[src/hw/rtl/cascaded_sine_voltage_current_pid_unit_assert.svh]
// ----------------------------------------------------------------------------
// cascaded sine voltage/current pid unit - assertion macros
// shared property forms, clocked on clk and disabled while rst_n is low
// ----------------------------------------------------------------------------
`ifndef CASCADED_SINE_VOLTAGE_CURRENT_PID_UNIT_ASSERT_SVH
`define CASCADED_SINE_VOLTAGE_CURRENT_PID_UNIT_ASSERT_SVH

// consequent checked in the same cycle as the antecedent
`define CSPVC_ASSERT_SAME(label, ante, cons, msg) \
    label: assert property (@(posedge clk) disable iff (!rst_n) (ante) |-> (cons)) \
        else $error(msg);

// consequent checked in the cycle after the antecedent
`define CSPVC_ASSERT_NEXT(label, ante, cons, msg) \
    label: assert property (@(posedge clk) disable iff (!rst_n) (ante) |=> (cons)) \
        else $error(msg);

`endif

[src/hw/rtl/cspvc_pkg.sv]
// ----------------------------------------------------------------------------
// cspvc_pkg
// types, codes and fixed constants of the cascaded sine voltage/current pid
// ----------------------------------------------------------------------------
`default_nettype none

package cspvc_pkg;

    localparam int GAIN_W      = 24;
    localparam int AMP_W       = 16;
    localparam int SAMPLE_W    = 16;
    localparam int COMPARE_W   = 16;
    localparam int COEF_W      = 26;
    localparam int MUL_A_W     = 27;
    localparam int MUL_B_W     = 32;
    localparam int PROD_W      = MUL_A_W + MUL_B_W;
    localparam int ACC_W       = PROD_W + 1;
    localparam int Y_W         = 32;
    localparam int VERR_W      = 17;
    localparam int U_W         = 15;
    localparam int TURN_W      = 16;
    localparam int APB_ADDR_W  = 5;
    localparam int APB_DATA_W  = 32;
    localparam int REG_IDX_W   = 3;

    localparam int FRAC_SHIFT    = 14;
    localparam int OUTER_SHIFT   = 6;
    localparam int INNER_SHIFT   = 14;
    localparam int COMPARE_SHIFT = 16;

    // sine polynomial, unsigned q14
    localparam logic [U_W-1:0] SINE_ONE = 15'd16384;
    localparam logic [U_W-1:0] SIN_C0   = 15'd77;
    localparam logic [U_W-1:0] SIN_C1   = 15'd1306;
    localparam logic [U_W-1:0] SIN_C2   = 15'd10583;
    localparam logic [U_W-1:0] SIN_C3   = 15'd25736;

    localparam logic signed [MUL_A_W-1:0] COMPARE_GAIN = 27'sd10;

    localparam logic [GAIN_W-1:0] KP_RESET  = 24'd16384;
    localparam logic [GAIN_W-1:0] KI_RESET  = 24'd0;
    localparam logic [GAIN_W-1:0] KD_RESET  = 24'd0;
    localparam logic [AMP_W-1:0]  AMP_RESET = 16'd8688;

    typedef enum logic [REG_IDX_W-1:0] {
        REG_VOLTAGE_KP = 3'd0,
        REG_VOLTAGE_KI = 3'd1,
        REG_VOLTAGE_KD = 3'd2,
        REG_CURRENT_KP = 3'd3,
        REG_CURRENT_KI = 3'd4,
        REG_CURRENT_KD = 3'd5,
        REG_AMPLITUDE  = 3'd6
    } reg_idx_t;

    typedef struct packed {
        logic signed [SAMPLE_W-1:0] voltage_sample;
        logic signed [SAMPLE_W-1:0] current_sample;
    } sample_t;

    typedef struct packed {
        logic [COMPARE_W-1:0] compare_value;
        logic                 compare_clipped;
    } result_t;

    typedef struct packed {
        logic [GAIN_W-1:0] voltage_kp;
        logic [GAIN_W-1:0] voltage_ki;
        logic [GAIN_W-1:0] voltage_kd;
        logic [GAIN_W-1:0] current_kp;
        logic [GAIN_W-1:0] current_ki;
        logic [GAIN_W-1:0] current_kd;
        logic [AMP_W-1:0]  reference_amplitude;
    } cfg_t;

    typedef enum logic [3:0] {
        MUL_NONE  = 4'd0,
        MUL_U_SQ  = 4'd1,
        MUL_SIN0  = 4'd2,
        MUL_SIN1  = 4'd3,
        MUL_SIN2  = 4'd4,
        MUL_SIN3  = 4'd5,
        MUL_AMP   = 4'd6,
        MUL_V0    = 4'd7,
        MUL_V1    = 4'd8,
        MUL_V2    = 4'd9,
        MUL_I0    = 4'd10,
        MUL_I1    = 4'd11,
        MUL_I2    = 4'd12,
        MUL_CMP   = 4'd13
    } mul_op_t;

    typedef enum logic [1:0] {
        ACC_HOLD = 2'd0,
        ACC_LOAD = 2'd1,
        ACC_SUB  = 2'd2,
        ACC_ADD  = 2'd3
    } acc_op_t;

    typedef struct packed {
        mul_op_t mul_op;
        acc_op_t acc_op;
        logic    capture;
        logic    store_u2;
        logic    store_verr;
        logic    update_outer;
        logic    store_ierr;
        logic    update_inner;
        logic    write_out;
        logic    advance_phase;
    } dp_cmd_t;

    typedef struct packed {
        logic out_free;
    } dp_status_t;

endpackage

`default_nettype wire

[src/hw/rtl/cspvc_regs.sv]
// ----------------------------------------------------------------------------
// cspvc_regs
// apb register file holding the loop gains and the reference amplitude
// ----------------------------------------------------------------------------
`default_nettype none

module cspvc_regs
(
    input  logic                             clk,
    input  logic                             rst_n,
    input  logic                             psel,
    input  logic                             penable,
    input  logic                             pwrite,
    input  logic [cspvc_pkg::APB_ADDR_W-1:0] paddr,
    input  logic [cspvc_pkg::APB_DATA_W-1:0] pwdata,
    output logic [cspvc_pkg::APB_DATA_W-1:0] prdata,
    output logic                             pready,
    output cspvc_pkg::cfg_t                  cfg
);
    import cspvc_pkg::*;

    cfg_t     cfg_reg;
    cfg_t     cfg_next;
    reg_idx_t idx;
    logic     wr_en;

    assign pready = 1'b1;
    assign idx    = reg_idx_t'(paddr[APB_ADDR_W-1:2]);
    assign wr_en  = psel && penable && pwrite && pready;
    assign cfg    = cfg_reg;

    always_comb
    begin
        cfg_next = cfg_reg;
        if (wr_en)
        begin
            unique case (idx)
                REG_VOLTAGE_KP: cfg_next.voltage_kp = pwdata[GAIN_W-1:0];
                REG_VOLTAGE_KI: cfg_next.voltage_ki = pwdata[GAIN_W-1:0];
                REG_VOLTAGE_KD: cfg_next.voltage_kd = pwdata[GAIN_W-1:0];
                REG_CURRENT_KP: cfg_next.current_kp = pwdata[GAIN_W-1:0];
                REG_CURRENT_KI: cfg_next.current_ki = pwdata[GAIN_W-1:0];
                REG_CURRENT_KD: cfg_next.current_kd = pwdata[GAIN_W-1:0];
                REG_AMPLITUDE:  cfg_next.reference_amplitude = pwdata[AMP_W-1:0];
                default:        cfg_next = cfg_reg;
            endcase
        end
    end

    always_comb
    begin
        unique case (idx)
            REG_VOLTAGE_KP: prdata = {8'd0, cfg_reg.voltage_kp};
            REG_VOLTAGE_KI: prdata = {8'd0, cfg_reg.voltage_ki};
            REG_VOLTAGE_KD: prdata = {8'd0, cfg_reg.voltage_kd};
            REG_CURRENT_KP: prdata = {8'd0, cfg_reg.current_kp};
            REG_CURRENT_KI: prdata = {8'd0, cfg_reg.current_ki};
            REG_CURRENT_KD: prdata = {8'd0, cfg_reg.current_kd};
            REG_AMPLITUDE:  prdata = {16'd0, cfg_reg.reference_amplitude};
            default:        prdata = '0;
        endcase
    end

    always_ff @(posedge clk or negedge rst_n)
    begin
        if (!rst_n)
        begin
            cfg_reg.voltage_kp          <= KP_RESET;
            cfg_reg.voltage_ki          <= KI_RESET;
            cfg_reg.voltage_kd          <= KD_RESET;
            cfg_reg.current_kp          <= KP_RESET;
            cfg_reg.current_ki          <= KI_RESET;
            cfg_reg.current_kd          <= KD_RESET;
            cfg_reg.reference_amplitude <= AMP_RESET;
        end
        else
        begin
            cfg_reg <= cfg_next;
        end
    end

endmodule

`default_nettype wire

[config.mk]
export PLATFORM = sky130hd
export DESIGN_NAME = cspvc_regs
export DESIGN_NICKNAME = d
export VERILOG_FILES = /design/src/hw/rtl/cascaded_sine_voltage_current_pid_unit_assert.svh /design/src/hw/rtl/cspvc_pkg.sv /design/src/hw/rtl/cspvc_regs.sv
export SDC_FILE = /design/constraint.sdc
export NUM_CORES = 1
export LEC_CHECK = 0
export BUFFER_PORTS_ARGS = -buffer_cell sky130_fd_sc_hd__buf_2
export CORE_ASPECT_RATIO = 2
export CORE_MARGIN = 2
export CORE_UTILIZATION = 45
export DETAILED_ROUTE_END_ITERATION = 6
export PLACE_DENSITY = 0.72
export SLEW_MARGIN = 10
export SYNTH_ARGS = -nofsm -noshare
export SYNTH_HDL_FRONTEND = slang
export SYNTH_SLANG_ARGS = --single-unit
[constraint.sdc]
create_clock -name clk -period 3.25 [get_ports clk]
set_clock_uncertainty 0.15 [all_clocks]
set_input_delay 0.4875 -clock clk [delete_from_list [all_inputs] [get_ports clk]]
set_output_delay 0.4875 -clock clk [all_outputs]
set_load 0.03 [all_outputs]
==> impl_metrics.py <==
metrics = {
    "timing": {
        "setup_tns_ns": 0,
        "min_period_ns": 2.95,
        "tightestPinTransition_ns": 1.14,
        "setup_violations": 0,
        "fmax_ghz": 0.339,
        "grt_setup_unrepaired": "no",
        "final-hold-violation-count": 0,
        "finalMaxSlewViolations": 0,
        "min_period_over_period_pct": 90.6,
        "slew_headroom_pct": 24.0,
    },
    "logic_synthesis": {
        "ys_types": 36,
        "seq_area_frac_synth_pct": 53.3,
        "synthArstFlopShare_pct": 100,
        "synth_edf_count": 0,
        "avgSynthCellArea_sq_um": 13.9,
        "syn-instance-count": 542,
        "synth_ff_type": "dfrtp_1",
        "synthesis.area_sq_um": 7530,
        "yosys_warnings": 0,
        "ys_seq_elements": 160,
    },
    "route": {
        "vias_per_cell": 5.48,
        "vias": 5384,
        "dr.pass1.iters": 4,
        "ant_nets": 0,
        "routed_wl_um": 19900,
        "first_iter_violations": 202,
        "wire_per_inst_um": 20.2,
        "drcViolationCount": 0,
    },
    "setup_path": {
        "crit_start": "paddr[3]",
        "critical_path_required_ns": 2.61,
        "critical_path_class": "in -> out",
        "timing.rr.start": "cfg[114]",
        "cp_top_family": "simple AND/OR/NAND/NOR gates",
        "end_kind": "output pin",
        "worstPathMaxFanout": 16,
        "max_stage_delay_ns": 0.96,
        "cpMostUsedCell": "buf_2",
        "cp_slowest_cell": "nor3b_2",
        "crit_chain": "buf_2 -> nor3b_2 -> a22oi_1 -> o211ai_1 -> buf_2",
        "cp.arrival_ns": 2.31,
        "cp_num_buf_inv": 2,
        "critPathLaunchType": "primary input",
    },
    "layout": {
        "utilization_pct": 57.3,
        "fillers": 1438,
        "layout_commonest_cell": "buf_2",
        "nNetsFinal": 804,
        "drive_above_1_share_pct": 60.1,
        "area_delta_synth_final_pct": 26.2,
        "antennaDiodeCount": 0,
        "layout_common_cells": "buf_2, mux2_2, dfrtp_1, mux2i_1, buf_4",
        "fin_cells": 982,
        "largest_reg_flops": 160,
    },
    "place": {
        "place.port_buffers": 215,
        "placed_cells": 949,
        "hpwl_um": 13900,
        "gp_congestion": 0.776,
    },
    "clocking": {
        "clockBufferDepth": 2,
        "cts_tree": "yes",
        "clk_latency_ns": 0.41,
        "numClockSinks": 160,
        "cts_buffers": 17,
        "htreeDepth": 4,
        "clockRootBuffer": "clkbuf_16",
        "cts.clk_slew.worst_paths_ns": 0.06,
    },
    "floorplanning": {
        "core_area_sq_um": 16600,
        "dieArea_sq_um": 17900,
        "rows": 67,
        "fp.dieW_um": 95.5,
        "die_h_um": 187,
        "ios": 235,
        "initial_core_util_pct": 45.4,
    },
    "global_route": {
        "overflow": 0,
        "grt_pass1_wl_um": 30800,
        "grt_pass1_vias": 5392,
        "gr-usage-all-layers_pct": 22.8,
        "grt_antenna_before_repair": 1,
        "grt_max_degree": 77,
    },
    "job": {
        "maxCapViolations": 0,
    },
    "power": {
        "p_per_area_nw_per_um2": 721,
        "finalPower_mw": 6.86,
        "vdd_drop_max_v": 0.000461,
        "leakagePower_nw": 4.81,
    },
    "run_status": {
        "status": "complete, no violations",
    },
    "hold_path": {
        "hold_class": "in -> reg",
        "hold_path_startpoint": "pwdata[21]",
    },
}
-- final cells by class --
| class | instances | area [sq um] | area share, % |
|---|---|---|---|
| Timing Repair Buffer | 243 | 1350 | 14.1 |
| Clock inverter | 13 | 131 | 1.38 |
| Tap cell | 207 | 259 | 2.72 |
| Multi-Input combinational cell | 338 | 3310 | 34.8 |
| Inverter | 2 | 7.51 | 0.0789 |
| Clock buffer | 19 | 443 | 4.66 |
| Sequential cell | 160 | 4010 | 42.2 |
-- where the power goes --
part,internal (mW),switching (mW),leakage [nW]
clock,1.09,0.840,0.276
combinational,0.788,1.43,2.51
sequential,2.40,0.307,2.03
total,4.28,2.58,4.81
-- cells in the mapped netlist, drive strengths merged, types with 2 or more instances --
cell	count	area, sq um
and2	9	56.3
or3	6	37.5
o21ai	3	15.0
a221o	3	30.0
nand2b	2	12.5
a32oi	9	78.8
inv	2	7.51
nand2	7	26.3
mux2	176	2060
a21oi	9	45.0
nor2	8	42.5
buf	36	211
dfstp	8	210
mux2i	34	340
o211ai	9	67.6
dfrtp	152	3800
nand3	9	45.0
o221ai	11	96.3
and3b	10	87.6
o21a	6	45.0
conb	2	7.51
nor2b	3	18.8
clkbuf	13	48.8
a22oi	9	67.6
-- repair_timing --
item | CTS | global route
resized for setup | 0 | 0
endpoints found under the hold margin | 70 | 0
hold buffers | 1 | 0
setup buffers | 0 | 0
-- metal layers --
metal / vias to the layer above / part of all wire, % / track usage (%)
li1: 2426 / - / -
met1: 2724 / 42 / 30.2
met2: 219 / 49 / 36.8
met3: 13 / 8.5 / 6.53
met4: 2 / 0.89 / 5.60
met5: - / 0.065 / 0
-- stage by stage --
stage	instance area (sq um)	setup WS, ns	hold slack, ns
after floorplan	7560	0.701	0.0419
after global placement	8930	0.299	0.340
after detailed placement	8930	0.294	0.351
after CTS	9510	0.289	0.204
after global routing	9510	0.184	0.230
final	9510	0.304	0.226
-- kinds of logic (layout without fill, tap and decap cells) --
logic type	Yosys count	after routing	share of synthesized area, %
AO/OA/AOI/OAI	60	60	5.99
other	2	9	0.0997
flip-flops	160	160	53.3
buffers and inverters	51	277	3.55
AND/OR/NAND/NOR	58	58	4.97
multiplexers	211	211	32.1
-- worst paths after layout --
path,slack (ns),cells past startpoint,end
worst max-delay path,0.30,5,prdata[13]
worst min-delay path,0.23,2,cfg[109]
worst max register to register,2.29,1,cfg[114]
worst min register to register,0.36,1,cfg[109]
max in group asynchronous,1.58,3,cfg[7]
min in group asynchronous,0.53,2,cfg[157]
Power figures use the tool's default switching activity.
