`config.mk`:
```
export PLATFORM = sky130hd
export DESIGN_NAME = cspvc_ctrl
export DESIGN_NICKNAME = d
export VERILOG_FILES = /design/src/hw/rtl/cspvc_pkg.sv /design/src/hw/rtl/cspvc_ctrl.sv
export VERILOG_INCLUDE_DIRS = /design/src /design/src/hw/rtl
export SDC_FILE = /design/constraint.sdc
export NUM_CORES = 1
export LEC_CHECK = 0
export BUFFER_PORTS_ARGS = -buffer_cell sky130_fd_sc_hd__buf_2
export CAP_MARGIN = 20
export CORE_UTILIZATION = 50
export DETAILED_ROUTE_END_ITERATION = 10
export PLACE_DENSITY = 0.74
export SLEW_MARGIN = 5
export SYNTH_ARGS = -nofsm -noshare
export SYNTH_HDL_FRONTEND = slang
export SYNTH_SLANG_ARGS = --single-unit
```
`constraint.sdc`:
```
create_clock -name clk -period 2.6 [get_ports clk]
set_clock_uncertainty 0.15 [all_clocks]
set_input_delay 0.52 -clock clk [delete_from_list [all_inputs] [get_ports clk]]
set_output_delay 0.52 -clock clk [all_outputs]
set_load 0.05 [all_outputs]
```
`src/hw/rtl/cascaded_sine_voltage_current_pid_unit_assert.svh`:
```
// ----------------------------------------------------------------------------
// cascaded sine voltage/current pid unit - assertion macros
// shared property forms, clocked on clk and disabled while rst_n is low
// ----------------------------------------------------------------------------
`ifndef CASCADED_SINE_VOLTAGE_CURRENT_PID_UNIT_ASSERT_SVH
`define CASCADED_SINE_VOLTAGE_CURRENT_PID_UNIT_ASSERT_SVH

// consequent checked in the same cycle as the antecedent
`define CSPVC_ASSERT_SAME(label, ante, cons, msg) \
    label: assert property (@(posedge clk) disable iff (!rst_n) (ante) |-> (cons)) \
        else $error(msg);

// consequent checked in the cycle after the antecedent
`define CSPVC_ASSERT_NEXT(label, ante, cons, msg) \
    label: assert property (@(posedge clk) disable iff (!rst_n) (ante) |=> (cons)) \
        else $error(msg);

`endif

```
`src/hw/rtl/cspvc_pkg.sv`:
```
// ----------------------------------------------------------------------------
// cspvc_pkg
// types, codes and fixed constants of the cascaded sine voltage/current pid
// ----------------------------------------------------------------------------
`default_nettype none

package cspvc_pkg;

    localparam int GAIN_W      = 24;
    localparam int AMP_W       = 16;
    localparam int SAMPLE_W    = 16;
    localparam int COMPARE_W   = 16;
    localparam int COEF_W      = 26;
    localparam int MUL_A_W     = 27;
    localparam int MUL_B_W     = 32;
    localparam int PROD_W      = MUL_A_W + MUL_B_W;
    localparam int ACC_W       = PROD_W + 1;
    localparam int Y_W         = 32;
    localparam int VERR_W      = 17;
    localparam int U_W         = 15;
    localparam int TURN_W      = 16;
    localparam int APB_ADDR_W  = 5;
    localparam int APB_DATA_W  = 32;
    localparam int REG_IDX_W   = 3;

    localparam int FRAC_SHIFT    = 14;
    localparam int OUTER_SHIFT   = 6;
    localparam int INNER_SHIFT   = 14;
    localparam int COMPARE_SHIFT = 16;

    // sine polynomial, unsigned q14
    localparam logic [U_W-1:0] SINE_ONE = 15'd16384;
    localparam logic [U_W-1:0] SIN_C0   = 15'd77;
    localparam logic [U_W-1:0] SIN_C1   = 15'd1306;
    localparam logic [U_W-1:0] SIN_C2   = 15'd10583;
    localparam logic [U_W-1:0] SIN_C3   = 15'd25736;

    localparam logic signed [MUL_A_W-1:0] COMPARE_GAIN = 27'sd10;

    localparam logic [GAIN_W-1:0] KP_RESET  = 24'd16384;
    localparam logic [GAIN_W-1:0] KI_RESET  = 24'd0;
    localparam logic [GAIN_W-1:0] KD_RESET  = 24'd0;
    localparam logic [AMP_W-1:0]  AMP_RESET = 16'd8688;

    typedef enum logic [REG_IDX_W-1:0] {
        REG_VOLTAGE_KP = 3'd0,
        REG_VOLTAGE_KI = 3'd1,
        REG_VOLTAGE_KD = 3'd2,
        REG_CURRENT_KP = 3'd3,
        REG_CURRENT_KI = 3'd4,
        REG_CURRENT_KD = 3'd5,
        REG_AMPLITUDE  = 3'd6
    } reg_idx_t;

    typedef struct packed {
        logic signed [SAMPLE_W-1:0] voltage_sample;
        logic signed [SAMPLE_W-1:0] current_sample;
    } sample_t;

    typedef struct packed {
        logic [COMPARE_W-1:0] compare_value;
        logic                 compare_clipped;
    } result_t;

    typedef struct packed {
        logic [GAIN_W-1:0] voltage_kp;
        logic [GAIN_W-1:0] voltage_ki;
        logic [GAIN_W-1:0] voltage_kd;
        logic [GAIN_W-1:0] current_kp;
        logic [GAIN_W-1:0] current_ki;
        logic [GAIN_W-1:0] current_kd;
        logic [AMP_W-1:0]  reference_amplitude;
    } cfg_t;

    typedef enum logic [3:0] {
        MUL_NONE  = 4'd0,
        MUL_U_SQ  = 4'd1,
        MUL_SIN0  = 4'd2,
        MUL_SIN1  = 4'd3,
        MUL_SIN2  = 4'd4,
        MUL_SIN3  = 4'd5,
        MUL_AMP   = 4'd6,
        MUL_V0    = 4'd7,
        MUL_V1    = 4'd8,
        MUL_V2    = 4'd9,
        MUL_I0    = 4'd10,
        MUL_I1    = 4'd11,
        MUL_I2    = 4'd12,
        MUL_CMP   = 4'd13
    } mul_op_t;

    typedef enum logic [1:0] {
        ACC_HOLD = 2'd0,
        ACC_LOAD = 2'd1,
        ACC_SUB  = 2'd2,
        ACC_ADD  = 2'd3
    } acc_op_t;

    typedef struct packed {
        mul_op_t mul_op;
        acc_op_t acc_op;
        logic    capture;
        logic    store_u2;
        logic    store_verr;
        logic    update_outer;
        logic    store_ierr;
        logic    update_inner;
        logic    write_out;
        logic    advance_phase;
    } dp_cmd_t;

    typedef struct packed {
        logic out_free;
    } dp_status_t;

endpackage

`default_nettype wire

```
`src/hw/rtl/cspvc_ctrl.sv`:
```
// ----------------------------------------------------------------------------
// cspvc_ctrl
// sequencer stepping the datapath through sine, outer pid, inner pid, compare
// ----------------------------------------------------------------------------
`default_nettype none
`include "cascaded_sine_voltage_current_pid_unit_assert.svh"

module cspvc_ctrl
(
    input  logic                  clk,
    input  logic                  rst_n,
    input  logic                  sample_valid,
    output logic                  sample_ready,
    input  cspvc_pkg::dp_status_t status,
    output cspvc_pkg::dp_cmd_t    cmd
);
    import cspvc_pkg::*;

    typedef enum logic [20:0] {
        ST_IDLE = 21'h000001,
        ST_SQ   = 21'h000002,
        ST_H1   = 21'h000004,
        ST_H2   = 21'h000008,
        ST_H3   = 21'h000010,
        ST_H4   = 21'h000020,
        ST_MAG  = 21'h000040,
        ST_VERR = 21'h000080,
        ST_O0   = 21'h000100,
        ST_O1   = 21'h000200,
        ST_O2   = 21'h000400,
        ST_O3   = 21'h000800,
        ST_O4   = 21'h001000,
        ST_IERR = 21'h002000,
        ST_I0   = 21'h004000,
        ST_I1   = 21'h008000,
        ST_I2   = 21'h010000,
        ST_I3   = 21'h020000,
        ST_I4   = 21'h040000,
        ST_CMP  = 21'h080000,
        ST_OUT  = 21'h100000
    } state_t;

    state_t state_reg;
    state_t state_next;

    assign sample_ready = (state_reg == ST_IDLE);

    always_comb
    begin
        state_next = state_reg;
        cmd        = '0;
        unique case (state_reg)
            ST_IDLE:
            begin
                if (sample_valid)
                begin
                    cmd.capture = 1'b1;
                    state_next  = ST_SQ;
                end
            end
            ST_SQ:
            begin
                cmd.mul_op = MUL_U_SQ;
                state_next = ST_H1;
            end
            ST_H1:
            begin
                cmd.mul_op   = MUL_SIN0;
                cmd.store_u2 = 1'b1;
                state_next   = ST_H2;
            end
            ST_H2:
            begin
                cmd.mul_op = MUL_SIN1;
                state_next = ST_H3;
            end
            ST_H3:
            begin
                cmd.mul_op = MUL_SIN2;
                state_next = ST_H4;
            end
            ST_H4:
            begin
                cmd.mul_op = MUL_SIN3;
                state_next = ST_MAG;
            end
            ST_MAG:
            begin
                cmd.mul_op = MUL_AMP;
                state_next = ST_VERR;
            end
            ST_VERR:
            begin
                cmd.store_verr = 1'b1;
                state_next     = ST_O0;
            end
            ST_O0:
            begin
                cmd.mul_op = MUL_V0;
                state_next = ST_O1;
            end
            ST_O1:
            begin
                cmd.acc_op = ACC_LOAD;
                cmd.mul_op = MUL_V1;
                state_next = ST_O2;
            end
            ST_O2:
            begin
                cmd.acc_op = ACC_SUB;
                cmd.mul_op = MUL_V2;
                state_next = ST_O3;
            end
            ST_O3:
            begin
                cmd.acc_op = ACC_ADD;
                state_next = ST_O4;
            end
            ST_O4:
            begin
                cmd.update_outer = 1'b1;
                state_next       = ST_IERR;
            end
            ST_IERR:
            begin
                cmd.store_ierr = 1'b1;
                state_next     = ST_I0;
            end
            ST_I0:
            begin
                cmd.mul_op = MUL_I0;
                state_next = ST_I1;
            end
            ST_I1:
            begin
                cmd.acc_op = ACC_LOAD;
                cmd.mul_op = MUL_I1;
                state_next = ST_I2;
            end
            ST_I2:
            begin
                cmd.acc_op = ACC_SUB;
                cmd.mul_op = MUL_I2;
                state_next = ST_I3;
            end
            ST_I3:
            begin
                cmd.acc_op = ACC_ADD;
                state_next = ST_I4;
            end
            ST_I4:
            begin
                cmd.update_inner = 1'b1;
                state_next       = ST_CMP;
            end
            ST_CMP:
            begin
                cmd.mul_op = MUL_CMP;
                state_next = ST_OUT;
            end
            ST_OUT:
            begin
                // wait here while the previous result is still unread
                if (status.out_free)
                begin
                    cmd.write_out     = 1'b1;
                    cmd.advance_phase = 1'b1;
                    state_next        = ST_IDLE;
                end
            end
            default:
            begin
                state_next = ST_IDLE;
            end
        endcase
    end

    always_ff @(posedge clk or negedge rst_n)
    begin
        if (!rst_n)
        begin
            state_reg <= ST_IDLE;
        end
        else
        begin
            state_reg <= state_next;
        end
    end

    `CSPVC_ASSERT_SAME(a_ready_no_write, sample_ready, !cmd.write_out && !cmd.advance_phase, "result written while accepting")
    `CSPVC_ASSERT_SAME(a_write_needs_slot, cmd.write_out, status.out_free, "result written into a full slot")
    `CSPVC_ASSERT_NEXT(a_accept_starts, sample_valid && sample_ready, state_reg == ST_SQ, "accepted beat did not start the sequence")

endmodule

`default_nettype wire

```
==> results of run 1 <==
-- timing repair --
action | in CTS
pin swaps | 15
buffers inserted | 21
endpoints found under the setup margin | 15
hold buffers | 1
resized for setup | 60
hold endpoints to repair | 20
-- synthesized netlist by cell type (all sizes together), types with 2 or more instances --
cell type   n
or4        10
a22oi       2
clkbuf      3
nor4       12
xor2        3
xnor2       4
nor3b       7
nor2        9
inv         8
buf         5
nor4b      10
nand2b      2
dfrtp      20
and2        5
nand4       4
nand3       7
nor2b       3
and4b       2
or3         2
nor3        4
nand4b      2
nand2       4
o21ai       2
o2111ai     2
-- stage by stage --
stage	hold slack, ns	instances	cell area (sq um)	setup TNS (ns)	worst slack (ns)
4_1_cts	0.309	263	2410	-5.50	-0.513
2_1_floorplan	0.0744	140	1480	-3.58	-0.569
3_5_place_dp	0.357	237	1980	-1.97	-0.297
3_3_place_gp	0.353	237	1980	-1.40	-0.268
-- cell families after synthesis --
kind of cell / synth area share, %
xor gates and xnor gates: 4.43
DFF: 38.1
buffers and inverters: 5.42
AOI/OAI and AO/OA: 5.88
and+or+nand+nor: 46.2
==> flow_summary.toml, run 1 <==
[outcome]
outcome = "stopped before the end"
haltStage = "global routing"
error = "[ERROR DPL-0038] Utilization greater than 100%, impossible to legalize"

[synthesis]
yosys_most_used_dff = "dfrtp_1"
ys_warn_count = 0
synth_cell_types = 39
ys_seq_elements = 21
async_reset_ff_share_pct = 100
avgSynthCellArea_sq_um = 9.88
syn-num-nets = 144
synthCells = 140
seq_area_frac_synth_pct = 38.1
synth_edf_count = 0
yosys.area.top_type = "dfrtp_1"
netlist_area_sq_um = 1380
synth_top_area_share_pct = 36.2
synth.area.top_cells = "dfrtp_1, nor4_4, nor4b_1, or4_4, nor3b_1"

[placement]
routabilityCongestion = 0.963
portBuffers = 18
hpwl_microns = 3200

[timing]
worstEndpointType = "top-level output"
crit_endpoint = "cmd[10]"

[floorplan]
start_util_pct = 54.4
die_width_microns = 54.6
die_y_microns = 54.6
num_rows = 18
ios = 19

[clock_network]
cts_buffer_depth = 2
cts_num_sinks = 21
cts_root_buf = "clkbuf_4"
ctsHtreeMaxLevel = 1
numCtsBuffers = 3

[grt]
grt_max_degree = 22
==> inputs of run 2 (changes only) <==
- CORE_UTILIZATION: 50 -> 35
- PLACE_DENSITY: 0.74 -> unset
- PLACE_DENSITY_LB_ADDON: unset -> 0.15
- clock period: 2.6 -> 3.4 ns (I/O delays scaled with it)
==> flow_summary.toml, run 2 <==
[setup_path]
crit_type = "reg2out"
timing.rr.start = "state_reg[1]"
critPathLaunchType = "flop"
crit_start = "state_reg[1]"
worst_ep_required_time_ns = 2.57
crit_fanout = 8
cp-endpoint = "cmd[12]"
reg2reg_depth = 6
reg2reg_slack_ns = 1.09
worstSetupEndpointType = "output port"
r2r-end = "state_reg[0]"
critPathArrivalTime_ns = 2.46

[synthesis]
synth_cell_types = 39
synth_edf_count = 0
avgSynthCellArea_sq_um = 9.88
ys_warn_count = 0
synth.area.top_cells = "dfrtp_1, nor4_4, nor4b_1, or4_4, nor3b_1"
async_reset_ff_share_pct = 100
seq_area_frac_synth_pct = 38.1
synthCells = 140
yosys_most_used_dff = "dfrtp_1"
synthTopCellsByCount = "dfrtp_1, nor2_1, inv_1, nor4_1"
yosysMostFrequentCell = "dfrtp_1"
ys_seq_elements = 21
netlist_area_sq_um = 1380
yosys.area.top_type = "dfrtp_1"
synth_top_area_share_pct = 36.2
syn-num-nets = 144

[grt]
grt_pass1_vias = 1184
grt-ovfl-total = 0
antenna_found_initial = 0
grt_max_degree = 22
grt_pass1_wl_microns = 6000
grtUsageTotal_pct = 19.2

[floorplan]
start_util_pct = 37.2
ios = 19
die_area_sq_um = 4210
die_y_microns = 64.9
core_area_sq_um = 3720
num_rows = 22
die_width_microns = 64.9

[clock_network]
clkTransAtPathRegs_ns = 0.08
cts_buffer_depth = 2
clock_latency_ns = 0.26
cts_root_buf = "clkbuf_8"
ctsHtreeMaxLevel = 1
tritoncts = "yes"
cts_num_sinks = 21
numCtsBuffers = 3

[timing]
finalHoldViolations = 0
tightestPinTransition_ns = 0.501
maxSlewViolCount = 0
setup_violations = 0
worst_slack_ns = 0.108
relSlewSlack_pct = 66.6
max_freq_ghz = 0.304
min_period_ns = 3.29
finalCritPeriodShare_pct = 96.8

[placement]
dp_cells = 206
dp_slack_ns = 0.188
routabilityCongestion = 0.910
portBuffers = 18
hpwl_microns = 2570

[drt]
drc = 0
vias = 1189
drt_wl_total_microns = 3470
drtAntennaViolNets = 0
drt-pass1-iter-count = 4
drtIter0Drc = 58
wl_per_cell_microns = 16.2
avgViaCountPerCell = 5.56

[job]
drv_cap = 0

[pwr]
fin_total_pwr_mw = 0.898
peakVddDrop_v = 0.000260
leakagePower_nw = 0.804
powerDensity_nw_per_um2 = 524

[layout]
antennaDiodeCount = 0
finalNonFillerCells = 214
area_delta_synth_final_pct = 23.7
drive_above_1_share_pct = 37.3
layout_commonest_cell = "dfrtp_1"
largest_reg_flops = 21
nNetsFinal = 171
final_cell_mix = "dfrtp_1, buf_4, buf_2"

[outcome]
outcome = "complete, no violations"

[hold_path]
hold_class = "in2async"
## run 2: cell counts after synthesis
Identical to the previous run, type by type.
## run 2: area by class of cell
type	count	area (sq um)
inverter	8	30.0
multi-input combinational	103	851
timing repair buffer	30	195
clock inverter	1	5.00
fill	376	2000
tap	48	60.1
sequential	21	529
clock buffer	3	41.3
## run 2: worst min path at each step
stage | start | end | slack, ns | cells past startpoint
floorplan | rst_n | state_reg[10] | 0.23 | 0
global placement | state_reg[15] | state_reg[15] | 0.41 | 1
detailed placement | state_reg[15] | state_reg[15] | 0.40 | 1
CTS | rst_n | state_reg[1] | 0.23 | 1
global route | rst_n | state_reg[1] | 0.24 | 1
finish | rst_n | state_reg[3] | 0.22 | 1
## run 2: logic make-up after synthesis
family	synth area share [%]
AOI/OAI and AO/OA	5.88
buffers and inverters	5.42
xor gates and xnor gates	4.43
DFF	38.1
and+or+nand+nor	46.2
## run 2: metrics by stage
| stage | hold WS [ns] | setup TNS (ns) | util [%] | area, sq um |
|---|---|---|---|---|
| floorplan | 0.234 | -0.159 | - | 1430 |
| global placement | 0.408 | 0 | 42.8 | 1590 |
| detailed placement | 0.402 | 0 | 42.8 | 1590 |
| CTS | 0.231 | 0 | 44.3 | 1650 |
| global route | 0.244 | -0.00161 | 46.1 | 1710 |
| finish | 0.224 | 0 | 46.1 | 1710 |
## run 2: repair_timing
item                       CTS  global route
gates resized for setup      3            11
hold buffers                 0             0
pin swaps                    0             5
setup buffers                0             4
setup endpoints to repair    2             6
## run 2: worst max-delay path: stages, from the launching register on
cell,delay [ns]
dfrtp_2,0.45
or4_4,0.61
nor4_4,0.36
buf_4,0.18
and3_1,0.17
nor3_1,0.07
nand3_1,0.09
buf_2,0.27
## run 2: where the power goes
part | switching [mW] | internal (mW)
combinational | 0.255 | 0.179
clock | 0.0848 | 0.0818
sequential | 0.0248 | 0.272
total | 0.365 | 0.533
## run 2: layer usage
metal / vias to the layer above / GRT usage, % / share of wire, %
li1: 581 / - / -
met5: - / 0 / 0
met4: 0 / 7.22 / 1.9
met2: 28 / 28.4 / 46
met3: 6 / 4.75 / 3.8
met1: 574 / 26.8 / 48
No activity file was read; power rests on OpenSTA's default activity.
